===== src/hdl/blink_tween_shaper_macros.svh =====
// ---------------------------------------------------------------------------
// Blink tween shaper assertion macros
// Shared concurrent assertion forms clocked on aclk, held off during reset.
// ---------------------------------------------------------------------------
`ifndef BLINK_TWEEN_SHAPER_MACROS_SVH
`define BLINK_TWEEN_SHAPER_MACROS_SVH

// same-cycle implication
`define BTS_ASSERT_IMP(lbl, ante, cons, msg) \
    lbl: assert property (@(posedge aclk) disable iff (!aresetn) (ante) |-> (cons)) \
        else $error(msg);

// next-cycle implication
`define BTS_ASSERT_NXT(lbl, ante, cons, msg) \
    lbl: assert property (@(posedge aclk) disable iff (!aresetn) (ante) |=> (cons)) \
        else $error(msg);

`endif


===== src/hdl/bts_pkg.sv =====
// ---------------------------------------------------------------------------
// Blink tween shaper package
// Types, register map, sequencer states and Q1.15 constants.
// ---------------------------------------------------------------------------
package bts_pkg;

    localparam int ONE_Q15        = 32768;
    localparam int HALF_Q15       = 16384;
    localparam int VEL_SMOOTH_DEF = 22938;
    localparam int VEL_MAX        = 131071;
    localparam int VEL_MIN        = -131072;
    localparam int CLOSE_OV_MIN   = 26215;   // p > 0.8
    localparam int OPEN_OV_MAX    = 9830;    // q < 0.3
    localparam int OPEN_OV_SPAN   = 98304;
    localparam int OPEN_OV_HALF   = 49152;
    localparam int DIV3_MAGIC     = 174763;
    localparam int DIV3_SHIFT     = 19;

    localparam int ADDR_W = 5;
    localparam int DATA_W = 32;
    localparam int MUL_W  = 19;
    localparam int PROD_W = 2 * MUL_W;

    localparam logic [15:0] RST_CLOSE_THR = 16'd6554;
    localparam logic [17:0] RST_VEL_THR   = 18'h3F333;   // -3277
    localparam logic [15:0] RST_REOPEN    = 16'd16384;
    localparam logic [7:0]  RST_MIN_FR    = 8'd3;
    localparam logic [7:0]  RST_MAX_FR    = 8'd30;
    localparam logic [15:0] RST_CLOSE_STP = 16'd3277;
    localparam logic [15:0] RST_OPEN_STP  = 16'd1638;
    localparam logic [15:0] RST_OVERSHOOT = 16'd1638;

    typedef struct packed {
        logic [15:0]        close_threshold;
        logic signed [17:0] velocity_threshold;
        logic [15:0]        reopen_threshold;
        logic [7:0]         min_blink_frames;
        logic [7:0]         max_blink_frames;
        logic [15:0]        close_step;
        logic [15:0]        open_step;
        logic [15:0]        overshoot_amount;
    } bts_cfg_t;

    typedef enum logic [2:0] {
        REG_CLOSE_THR  = 3'd0,
        REG_VEL_THR    = 3'd1,
        REG_REOPEN_THR = 3'd2,
        REG_MIN_FRAMES = 3'd3,
        REG_MAX_FRAMES = 3'd4,
        REG_CLOSE_STEP = 3'd5,
        REG_OPEN_STEP  = 3'd6,
        REG_OVERSHOOT  = 3'd7
    } bts_reg_t;

    typedef enum logic [3:0] {
        ST_IDLE,
        ST_VEL_A,
        ST_VEL_B,
        ST_VEL_C,
        ST_PHASE,
        ST_FRAC_MUL,
        ST_FRAC_SAT,
        ST_BLEND_A,
        ST_BLEND_B,
        ST_BLEND_C,
        ST_OVER_A,
        ST_OVER_B,
        ST_PUSH
    } bts_state_t;

    // floor((x + 0.5) / 1.0) in Q1.15
    function automatic logic signed [22:0] round_q15(input logic signed [PROD_W-1:0] x);
        logic signed [PROD_W-1:0] y;
        y = x + PROD_W'(HALF_Q15);
        return y[PROD_W-1:15];
    endfunction

    function automatic logic [7:0] sat_inc(input logic [7:0] v);
        return (v == 8'hFF) ? v : v + 8'd1;
    endfunction

endpackage


===== src/hdl/bts_regs.sv =====
// ---------------------------------------------------------------------------
// Blink tween shaper register file
// APB-style configuration registers with reset defaults and read-back.
// ---------------------------------------------------------------------------
module bts_regs (
    input  logic                       aclk,
    input  logic                       aresetn,
    input  logic                       psel,
    input  logic                       penable,
    input  logic                       pwrite,
    input  logic [bts_pkg::ADDR_W-1:0] paddr,
    input  logic [bts_pkg::DATA_W-1:0] pwdata,
    output logic [bts_pkg::DATA_W-1:0] prdata,
    output logic                       pready,
    output bts_pkg::bts_cfg_t          cfg
);
    import bts_pkg::*;

    bts_cfg_t cfg_reg;
    bts_cfg_t cfg_next;
    bts_reg_t idx;
    logic     wr_en;

    assign pready = 1'b1;
    assign idx    = bts_reg_t'(paddr[ADDR_W-1:2]);
    assign wr_en  = psel && penable && pwrite && pready;

    always_comb begin
        cfg_next = cfg_reg;
        if (wr_en) begin
            case (idx)
                REG_CLOSE_THR:  cfg_next.close_threshold    = pwdata[15:0];
                REG_VEL_THR:    cfg_next.velocity_threshold = pwdata[17:0];
                REG_REOPEN_THR: cfg_next.reopen_threshold   = pwdata[15:0];
                REG_MIN_FRAMES: cfg_next.min_blink_frames   = pwdata[7:0];
                REG_MAX_FRAMES: cfg_next.max_blink_frames   = pwdata[7:0];
                REG_CLOSE_STEP: cfg_next.close_step         = pwdata[15:0];
                REG_OPEN_STEP:  cfg_next.open_step          = pwdata[15:0];
                REG_OVERSHOOT:  cfg_next.overshoot_amount   = pwdata[15:0];
                default:        cfg_next = cfg_reg;
            endcase
        end
    end

    always_ff @(posedge aclk) begin
        if (!aresetn) begin
            cfg_reg.close_threshold    <= RST_CLOSE_THR;
            cfg_reg.velocity_threshold <= RST_VEL_THR;
            cfg_reg.reopen_threshold   <= RST_REOPEN;
            cfg_reg.min_blink_frames   <= RST_MIN_FR;
            cfg_reg.max_blink_frames   <= RST_MAX_FR;
            cfg_reg.close_step         <= RST_CLOSE_STP;
            cfg_reg.open_step          <= RST_OPEN_STP;
            cfg_reg.overshoot_amount   <= RST_OVERSHOOT;
        end else begin
            cfg_reg <= cfg_next;
        end
    end

    always_comb begin
        case (idx)
            REG_CLOSE_THR:  prdata = {16'd0, cfg_reg.close_threshold};
            REG_VEL_THR:    prdata = {{14{cfg_reg.velocity_threshold[17]}},
                                      cfg_reg.velocity_threshold};
            REG_REOPEN_THR: prdata = {16'd0, cfg_reg.reopen_threshold};
            REG_MIN_FRAMES: prdata = {24'd0, cfg_reg.min_blink_frames};
            REG_MAX_FRAMES: prdata = {24'd0, cfg_reg.max_blink_frames};
            REG_CLOSE_STEP: prdata = {16'd0, cfg_reg.close_step};
            REG_OPEN_STEP:  prdata = {16'd0, cfg_reg.open_step};
            REG_OVERSHOOT:  prdata = {16'd0, cfg_reg.overshoot_amount};
            default:        prdata = '0;
        endcase
    end

    assign cfg = cfg_reg;

endmodule


===== src/hdl/blink_tween_shaper.sv =====
// Outside a blink the frac, blend and overshoot states are skipped; a new input beat
// is taken only in idle, once the previous result has been pushed out.
// Every product goes through one shared 19x19 multiplier, one product per cycle.
// Reset (aresetn low, synchronous): phase, velocity and history clear,
// registers return to defaults, no result is pending.
// ---------------------------------------------------------------------------
// Blink tween shaper
// Smooths eye-openness velocity, tracks the blink phase and blends the
// output toward closed and back, with overshoot near the phase ends.
// ---------------------------------------------------------------------------
`include "blink_tween_shaper_macros.svh"

module blink_tween_shaper #(
    parameter int unsigned VELOCITY_SMOOTH = bts_pkg::VEL_SMOOTH_DEF
) (
    input  logic                       aclk,
    input  logic                       aresetn,
    input  logic                       s_tvalid,
    output logic                       s_tready,
    input  logic [15:0]                s_tdata,   // [15:0] openness_in
    output logic                       m_tvalid,
    input  logic                       m_tready,
    output logic [15:0]                m_tdata,   // [15:0] openness_out
    output logic [1:0]                 m_tuser,   // [0] closing, [1] recovering
    input  logic                       psel,
    input  logic                       penable,
    input  logic                       pwrite,
    input  logic [bts_pkg::ADDR_W-1:0] paddr,
    input  logic [bts_pkg::DATA_W-1:0] pwdata,
    output logic [bts_pkg::DATA_W-1:0] prdata,
    output logic                       pready
);
    import bts_pkg::*;

    localparam logic signed [MUL_W-1:0] K_OP  = MUL_W'(VELOCITY_SMOOTH);
    localparam logic signed [MUL_W-1:0] KC_OP = MUL_W'(ONE_Q15 - int'(VELOCITY_SMOOTH));

    bts_cfg_t   cfg;
    bts_state_t state_reg, state_next;

    logic [15:0]              s_reg, prev_reg, pre_reg, tgt_reg, frac_reg, res_reg;
    logic signed [17:0]       vel_reg;
    logic                     cl_reg, rc_reg;
    logic [7:0]               cnt_reg;
    logic signed [PROD_W-1:0] mul_reg, acc_reg;
    logic signed [22:0]       t_reg;
    logic [18:0]              ov_reg;
    logic                     m_valid_reg;
    logic [15:0]              m_data_reg;
    logic [1:0]               m_user_reg;

    logic signed [MUL_W-1:0]  mul_a, mul_b;
    logic                     mul_en;
    logic                     push_ok;
    logic [15:0]              s_sat;
    logic signed [16:0]       diff;
    logic [16:0]              comp_w;
    logic [18:0]              span_w;
    logic [18:0]              div_y;
    logic signed [PROD_W-1:0] vel_sum, ov5;
    logic signed [22:0]       vel_rnd, ov_rnd, blend_rnd;
    logic signed [17:0]       vel_sat;
    logic                     ov_flag;
    logic signed [22:0]       fin;
    logic [15:0]              fin_clamp;

    logic                     ph_start, ph_cl, ph_rc, ph_end;
    logic [15:0]              ph_pre, ph_tgt;
    logic [7:0]               ph_cnt, ph_c2;
    logic [19:0]              s10, p9;

    bts_regs u_regs (
        .aclk    (aclk),
        .aresetn (aresetn),
        .psel    (psel),
        .penable (penable),
        .pwrite  (pwrite),
        .paddr   (paddr),
        .pwdata  (pwdata),
        .prdata  (prdata),
        .pready  (pready),
        .cfg     (cfg)
    );

    assign s_tready = (state_reg == ST_IDLE);
    assign push_ok  = !m_valid_reg || m_tready;
    assign s_sat    = (s_tdata > 16'(ONE_Q15)) ? 16'(ONE_Q15) : s_tdata;
    assign diff     = $signed({1'b0, s_reg}) - $signed({1'b0, prev_reg});
    assign comp_w   = 17'(ONE_Q15) - {1'b0, frac_reg};
    assign span_w   = 19'(OPEN_OV_SPAN) - (({3'd0, frac_reg} << 3) + ({3'd0, frac_reg} << 1));
    assign ov_flag  = cl_reg ? (frac_reg >= 16'(CLOSE_OV_MIN))
                             : (frac_reg <= 16'(OPEN_OV_MAX));

    // next state
    always_comb begin
        state_next = state_reg;
        case (state_reg)
            ST_IDLE:     if (s_tvalid) state_next = ST_VEL_A;
            ST_VEL_A:    state_next = ST_VEL_B;
            ST_VEL_B:    state_next = ST_VEL_C;
            ST_VEL_C:    state_next = ST_PHASE;
            ST_PHASE:    state_next = (ph_cl || ph_rc) ? ST_FRAC_MUL : ST_PUSH;
            ST_FRAC_MUL: state_next = ST_FRAC_SAT;
            ST_FRAC_SAT: state_next = ST_BLEND_A;
            ST_BLEND_A:  state_next = ST_BLEND_B;
            ST_BLEND_B:  state_next = ST_BLEND_C;
            ST_BLEND_C:  state_next = ST_OVER_A;
            ST_OVER_A:   state_next = ST_OVER_B;
            ST_OVER_B:   state_next = ST_PUSH;
            ST_PUSH:     if (push_ok) state_next = ST_IDLE;
            default:     state_next = ST_IDLE;
        endcase
    end

    // shared multiplier operand selection
    always_comb begin
        mul_a  = '0;
        mul_b  = '0;
        mul_en = state_reg inside {ST_VEL_A, ST_VEL_B, ST_FRAC_MUL, ST_BLEND_A,
                                   ST_BLEND_B, ST_BLEND_C, ST_OVER_A};
        case (state_reg)
            ST_VEL_A: begin
                mul_a = MUL_W'(vel_reg);
                mul_b = K_OP;
            end
            ST_VEL_B: begin
                mul_a = MUL_W'(diff);
                mul_b = KC_OP;
            end
            ST_FRAC_MUL: begin
                mul_a = $signed({11'd0, cnt_reg});
                mul_b = $signed({3'd0, cl_reg ? cfg.close_step : cfg.open_step});
            end
            ST_BLEND_A: begin
                mul_a = $signed({3'd0, cl_reg ? pre_reg : tgt_reg});
                mul_b = $signed({2'd0, comp_w});
            end
            ST_BLEND_B: begin
                mul_a = $signed({3'd0, cl_reg ? tgt_reg : s_reg});
                mul_b = $signed({3'd0, frac_reg});
            end
            ST_BLEND_C: begin
                mul_a = $signed({3'd0, cfg.overshoot_amount});
                mul_b = cl_reg ? $signed({2'd0, comp_w}) : $signed(span_w);
            end
            ST_OVER_A: begin
                mul_a = $signed(div_y);
                mul_b = MUL_W'(DIV3_MAGIC);
            end
            default: begin
                mul_a = '0;
                mul_b = '0;
            end
        endcase
    end

    // velocity update
    always_comb begin
        vel_sum = acc_reg + mul_reg;
        vel_rnd = round_q15(vel_sum);
        if (vel_rnd > 23'(VEL_MAX)) begin
            vel_sat = 18'(VEL_MAX);
        end else if (vel_rnd < 23'(VEL_MIN)) begin
            vel_sat = 18'(VEL_MIN);
        end else begin
            vel_sat = vel_rnd[17:0];
        end
    end

    // phase update
    always_comb begin
        ph_start = !cl_reg && !rc_reg &&
                   ((s_reg < cfg.close_threshold) ||
                    ($signed(vel_reg) < $signed(cfg.velocity_threshold)));
        ph_cl  = cl_reg || ph_start;
        ph_rc  = rc_reg;
        ph_pre = ph_start ? prev_reg : pre_reg;
        ph_tgt = ph_start ? 16'd0 : tgt_reg;
        ph_cnt = ph_start ? 8'd0 : cnt_reg;
        ph_c2  = sat_inc(ph_cnt);
        ph_end = ((ph_c2 > cfg.min_blink_frames) && (s_reg > cfg.reopen_threshold)) ||
                 (ph_c2 > cfg.max_blink_frames);
        if (ph_cl) begin
            ph_cnt = ph_c2;
            if (ph_end) begin
                ph_cl  = 1'b0;
                ph_rc  = 1'b1;
                ph_tgt = ph_pre;
                ph_cnt = 8'd0;
            end
        end
        s10 = ({4'd0, s_reg} << 3) + ({4'd0, s_reg} << 1);
        p9  = ({4'd0, ph_pre} << 3) + {4'd0, ph_pre};
        if (ph_rc) begin
            ph_cnt = sat_inc(ph_cnt);
            if (s10 > p9) begin
                ph_rc  = 1'b0;
                ph_cnt = 8'd0;
            end
        end
    end

    // overshoot and final clamp
    always_comb begin
        blend_rnd = round_q15(acc_reg);
        ov5       = (mul_reg <<< 2) + mul_reg;
        ov_rnd    = round_q15(ov5);
        div_y     = 19'((mul_reg + PROD_W'(OPEN_OV_HALF)) >>> 15);
        fin       = t_reg;
        if (cl_reg) begin
            if (ov_flag) begin
                fin = t_reg - $signed({4'd0, ov_reg});
                if (fin < $signed({7'd0, tgt_reg})) begin
                    fin = $signed({7'd0, tgt_reg});
                end
            end
        end else if (ov_flag) begin
            fin = t_reg + $signed({6'd0, mul_reg[DIV3_SHIFT+16:DIV3_SHIFT]});
        end
        if (fin < 23'sd0) begin
            fin_clamp = 16'd0;
        end else if (fin > 23'(ONE_Q15)) begin
            fin_clamp = 16'(ONE_Q15);
        end else begin
            fin_clamp = fin[15:0];
        end
    end

    always_ff @(posedge aclk) begin
        if (!aresetn) begin
            state_reg   <= ST_IDLE;
            prev_reg    <= '0;
            vel_reg     <= '0;
            cl_reg      <= 1'b0;
            rc_reg      <= 1'b0;
            pre_reg     <= '0;
            tgt_reg     <= '0;
            cnt_reg     <= '0;
            m_valid_reg <= 1'b0;
        end else begin
            state_reg <= state_next;
            if (state_reg == ST_VEL_C) begin
                vel_reg <= vel_sat;
            end
            if (state_reg == ST_PHASE) begin
                prev_reg <= s_reg;
                cl_reg   <= ph_cl;
                rc_reg   <= ph_rc;
                pre_reg  <= ph_pre;
                tgt_reg  <= ph_tgt;
                cnt_reg  <= ph_cnt;
            end
            if (state_reg == ST_PUSH && push_ok) begin
                m_valid_reg <= 1'b1;
            end else if (m_tready) begin
                m_valid_reg <= 1'b0;
            end
        end
    end

    always_ff @(posedge aclk) begin
        if (state_reg == ST_IDLE && s_tvalid) begin
            s_reg <= s_sat;
        end
        if (mul_en) begin
            mul_reg <= mul_a * mul_b;
        end
        case (state_reg)
            ST_VEL_B, ST_BLEND_B: acc_reg <= mul_reg;
            ST_BLEND_C:           acc_reg <= acc_reg + mul_reg;
            default:              acc_reg <= acc_reg;
        endcase
        if (state_reg == ST_FRAC_SAT) begin
            frac_reg <= (mul_reg > PROD_W'(ONE_Q15)) ? 16'(ONE_Q15) : mul_reg[15:0];
        end
        if (state_reg == ST_OVER_A) begin
            t_reg  <= blend_rnd;
            ov_reg <= ov_rnd[18:0];
        end
        if (state_reg == ST_PHASE) begin
            res_reg <= s_reg;
        end else if (state_reg == ST_OVER_B) begin
            res_reg <= fin_clamp;
        end
        if (state_reg == ST_PUSH && push_ok) begin
            m_data_reg <= res_reg;
            m_user_reg <= {rc_reg, cl_reg};
        end
    end

    assign m_tvalid = m_valid_reg;
    assign m_tdata  = m_data_reg;
    assign m_tuser  = m_user_reg;

    `BTS_ASSERT_IMP(a_phase_excl, 1'b1, !(cl_reg && rc_reg), "closing and recovering both set")
    `BTS_ASSERT_IMP(a_close_tgt, cl_reg, tgt_reg == 16'd0, "closing target not zero")
    `BTS_ASSERT_IMP(a_idle_count, !cl_reg && !rc_reg, cnt_reg == 8'd0, "frame count left over")
    `BTS_ASSERT_IMP(a_out_range, m_tvalid, m_tdata <= 16'(ONE_Q15), "result above one")
    `BTS_ASSERT_NXT(a_start_seq, s_tvalid && s_tready, state_reg == ST_VEL_A, "beat not taken")

endmodule


===== config.mk =====
export PLATFORM = sky130hd
export DESIGN_NAME = blink_tween_shaper
export DESIGN_NICKNAME = d
export VERILOG_FILES = /design/src/hdl/bts_pkg.sv /design/src/hdl/bts_regs.sv /design/src/hdl/blink_tween_shaper.sv
export VERILOG_INCLUDE_DIRS = /design/src /design/src/hdl
export SDC_FILE = /design/constraint.sdc
export NUM_CORES = 2
export LEC_CHECK = 0
export BUFFER_PORTS_ARGS = -buffer_cell sky130_fd_sc_hd__buf_2
export CAP_MARGIN = 25
export CORE_UTILIZATION = 47
export DETAILED_ROUTE_END_ITERATION = 8
export PLACE_DENSITY = 0.68
export SYNTH_ARGS = -nofsm -noshare
export SYNTH_HDL_FRONTEND = slang
export SYNTH_SLANG_ARGS = --single-unit

===== constraint.sdc =====
create_clock -name aclk -period 30.7 [get_ports aclk]
set_input_delay 1.535 -clock aclk [delete_from_list [all_inputs] [get_ports aclk]]
set_output_delay 1.535 -clock aclk [all_outputs]
set_load 0.01 [all_outputs]

==> impl_metrics.py <==
metrics = {
    "global_route": {
        "grt_pass1_wl_um": 209000,
        "grt_use_total_pct": 28.9,
        "grt_pass1_vias": 36000,
        "grt_max_degree": 71,
        "antenna_found_initial": 4,
        "grt_overflow_total": 0,
    },
    "floorplan": {
        "core_area_um2": 91700,
        "die_area_um2": 93600,
        "rows": 111,
        "start_util_pct": 47.4,
        "die_y_um": 306,
        "die_w_um": 306,
        "io_pins": 113,
    },
    "synthesis": {
        "postSynth.asyncResetShare_pct": 0,
        "syn_inst": 5003,
        "synth_most_common_cell": "nand2_1",
        "synth_commonest_cells": "640 x nand2_1, 581 x inv_1, 430 x ha_1",
        "synthDistinctLibCells": 116,
        "synth-edff-count": 184,
        "netlist_area_um2": 43400,
        "synth_top_area_share_pct": 17.3,
        "synthTopCellsByArea": "fa_1 17%, edfxtp_1 13%, ha_1 12%",
        "ys_ff_latch": 379,
        "synth_ff_type": "dfxtp_1",
        "yosysSeqAreaShare_pct": 21.7,
        "yosysWarnings": 0,
        "yosysTopAreaCell": "fa_1",
        "synth.avg_cell_area_um2": 8.68,
    },
    "cells_and_area": {
        "drive_gt1_share_pct": 8.04,
        "area_growth_syn_to_layout_pct": 7.71,
        "antennaDiodeCount": 0,
        "fillCellCount": 8561,
        "largest_register_ffs": 114,
        "final_net_count": 5884,
    },
    "clock_network": {
        "postCtsHoldBufs": 0,
        "clkSinkCount": 379,
        "htree_levels": 2,
        "cts_root_buf": "clkbuf_16",
        "cts_resized": 0,
        "cts_setup_buffers": 0,
        "cts_tree": "built",
        "cts_buffer_depth": 3,
        "clk-insertion-delay-late_ns": 0.60,
        "cts_buffers": 42,
        "cts.clk_slew.worst_paths_ns": 0.06,
    },
    "placement": {
        "port_buffers": 95,
        "dp_hpwl_um": 104000,
        "gp_congestion": 0.964,
    },
    "power_and_ir_drop": {
        "p_per_area_nw_per_um2": 60.6,
        "ir_drop_v": 0.0000420,
        "power_uw": 2830,
        "p_leak_uw": 0.0210,
    },
    "critical_path": {
        "worst_path_most_repeated_cell": "fa_1",
        "start_kind": "flip-flop",
        "cpPeakStageDelay_ns": 0.77,
        "cp_data_required_time_ns": 31.03,
        "crit_arrival_ns": 11.67,
        "setup.worst_path.end_class": "flip-flop",
        "crit_type": "flip-flop to flip-flop",
        "crit_path_max_fanout": 10,
        "slowest_stage": "a221o_1",
    },
    "routing": {
        "viasPerCell": 5.94,
        "totalWireLength_um": 135000,
        "num_vias": 37000,
        "routedWlPerCell_um": 21.7,
        "drc": 0,
        "ant_nets": 0,
        "drtPass1Iterations": 6,
        "drt_iter0_drc": 3353,
    },
    "timing": {
        "rsz0062_at_grt": "false",
        "hold_ws_ns": 0.419,
        "fin_setup_tns_ns": 0,
        "fmax_mhz": 88.2,
        "clock_skew_ns": 0.0247,
        "setup_violations": 0,
        "max_slew_margin_pct": 29.0,
        "worst_pin_slew_ns": 1.06,
        "fin_crit_sh_pct": 36.9,
        "hold_viol": 0,
        "maxSlewViolCount": 0,
        "period_needed_ns": 11.33,
    },
    "worst_hold_path": {
        "min-delay-path-class": "flip-flop to flip-flop",
    },
    "flow_run": {
        "maxCapViolations": 0,
    },
    "run_status": {
        "status": "complete, no violations",
    },
}
[layout make-up]
cell class | instances | area, µm² | area share (%)
clock inverters | 23 | 214 | 0.457
repair buffers | 194 | 1250 | 2.67
multi-input cells | 3818 | 31000 | 66.2
well taps | 1186 | 1480 | 3.17
flip-flops and latches | 379 | 9430 | 20.2
clock buffers | 55 | 1220 | 2.62
inverters | 583 | 2190 | 4.68
[where the power goes]
| part | total [µW] | internal, µW | switching (µW) |
|---|---|---|---|
| Combinational | 1610 | 614 | 995 |
| Clock | 530 | 302 | 228 |
| Sequential | 694 | 617 | 77.0 |
[placed cells by master (no fill, tap or decap), types with 86 or more instances in the layout]
master	instances
nand2_1	640
inv_1	580
ha_1	430
fa_1	376
nor2_1	362
a21oi_1	239
dfxtp_1	194
o21ai_0	193
edfxtp_1	184
xnor2_1	153
a21boi_0	101
nand3_1	98
a21o_1	97
buf_4	97
buf_2	94
nor2b_1	86
[critical path: cells and delay by family, from the launching register on]
family	cells	cell delay (ns)
compound gates	18	4.87
buf+inv	4	0.35
simple gates	4	0.55
flops	1	0.59
xor+xnor	2	0.34
fa+ha+maj	10	4.38
[metrics by stage]
step	worst slack [ns]	instances	instance area, µm²	utilization (%)
after floorplan	21.05	5007	43500	-
after global placement	19.52	6156	45300	49.4
after detailed placement	19.49	6159	45300	49.5
after CTS	19.44	6237	46800	51.0
after global routing	18.75	6238	46800	51.0
final	19.37	6238	46800	51.0
[path summary, 6_finish.rpt]
check              startpoint     endpoint  slack [ns]  depth (start not counted)
setup / recovery     s_reg[0]  mul_reg[35]       19.37                         38
hold / removal    res_reg[11]  m_tdata[11]        0.42                          0
setup reg to reg     s_reg[0]  mul_reg[35]       19.37                         38
hold reg to reg   res_reg[11]  m_tdata[11]        0.42                          0
[kinds of logic (layout without fill, tap and decap cells)]
family	count (synthesis)	in the layout	share of synthesized area [%]
compound gates	1091	1091	17.2
xor+xnor	226	226	4.59
fa+ha+maj	806	806	29.7
buf+inv	810	855	7.31
flops	379	379	21.7
mux	105	105	2.61
other cells	2	6	0.0173
simple gates	1584	1584	16.9
[per-layer routing]
metal  vias up  global-route usage, %  wire length [µm]
met5         -                      0                 9
met4         2                   12.3              6560
met3       305                   4.92             11800
met2      1532                   46.8             61400
met1     18000                   38.2             55500
li1      17100                      -                 -
Power figures use the tool's default switching activity.
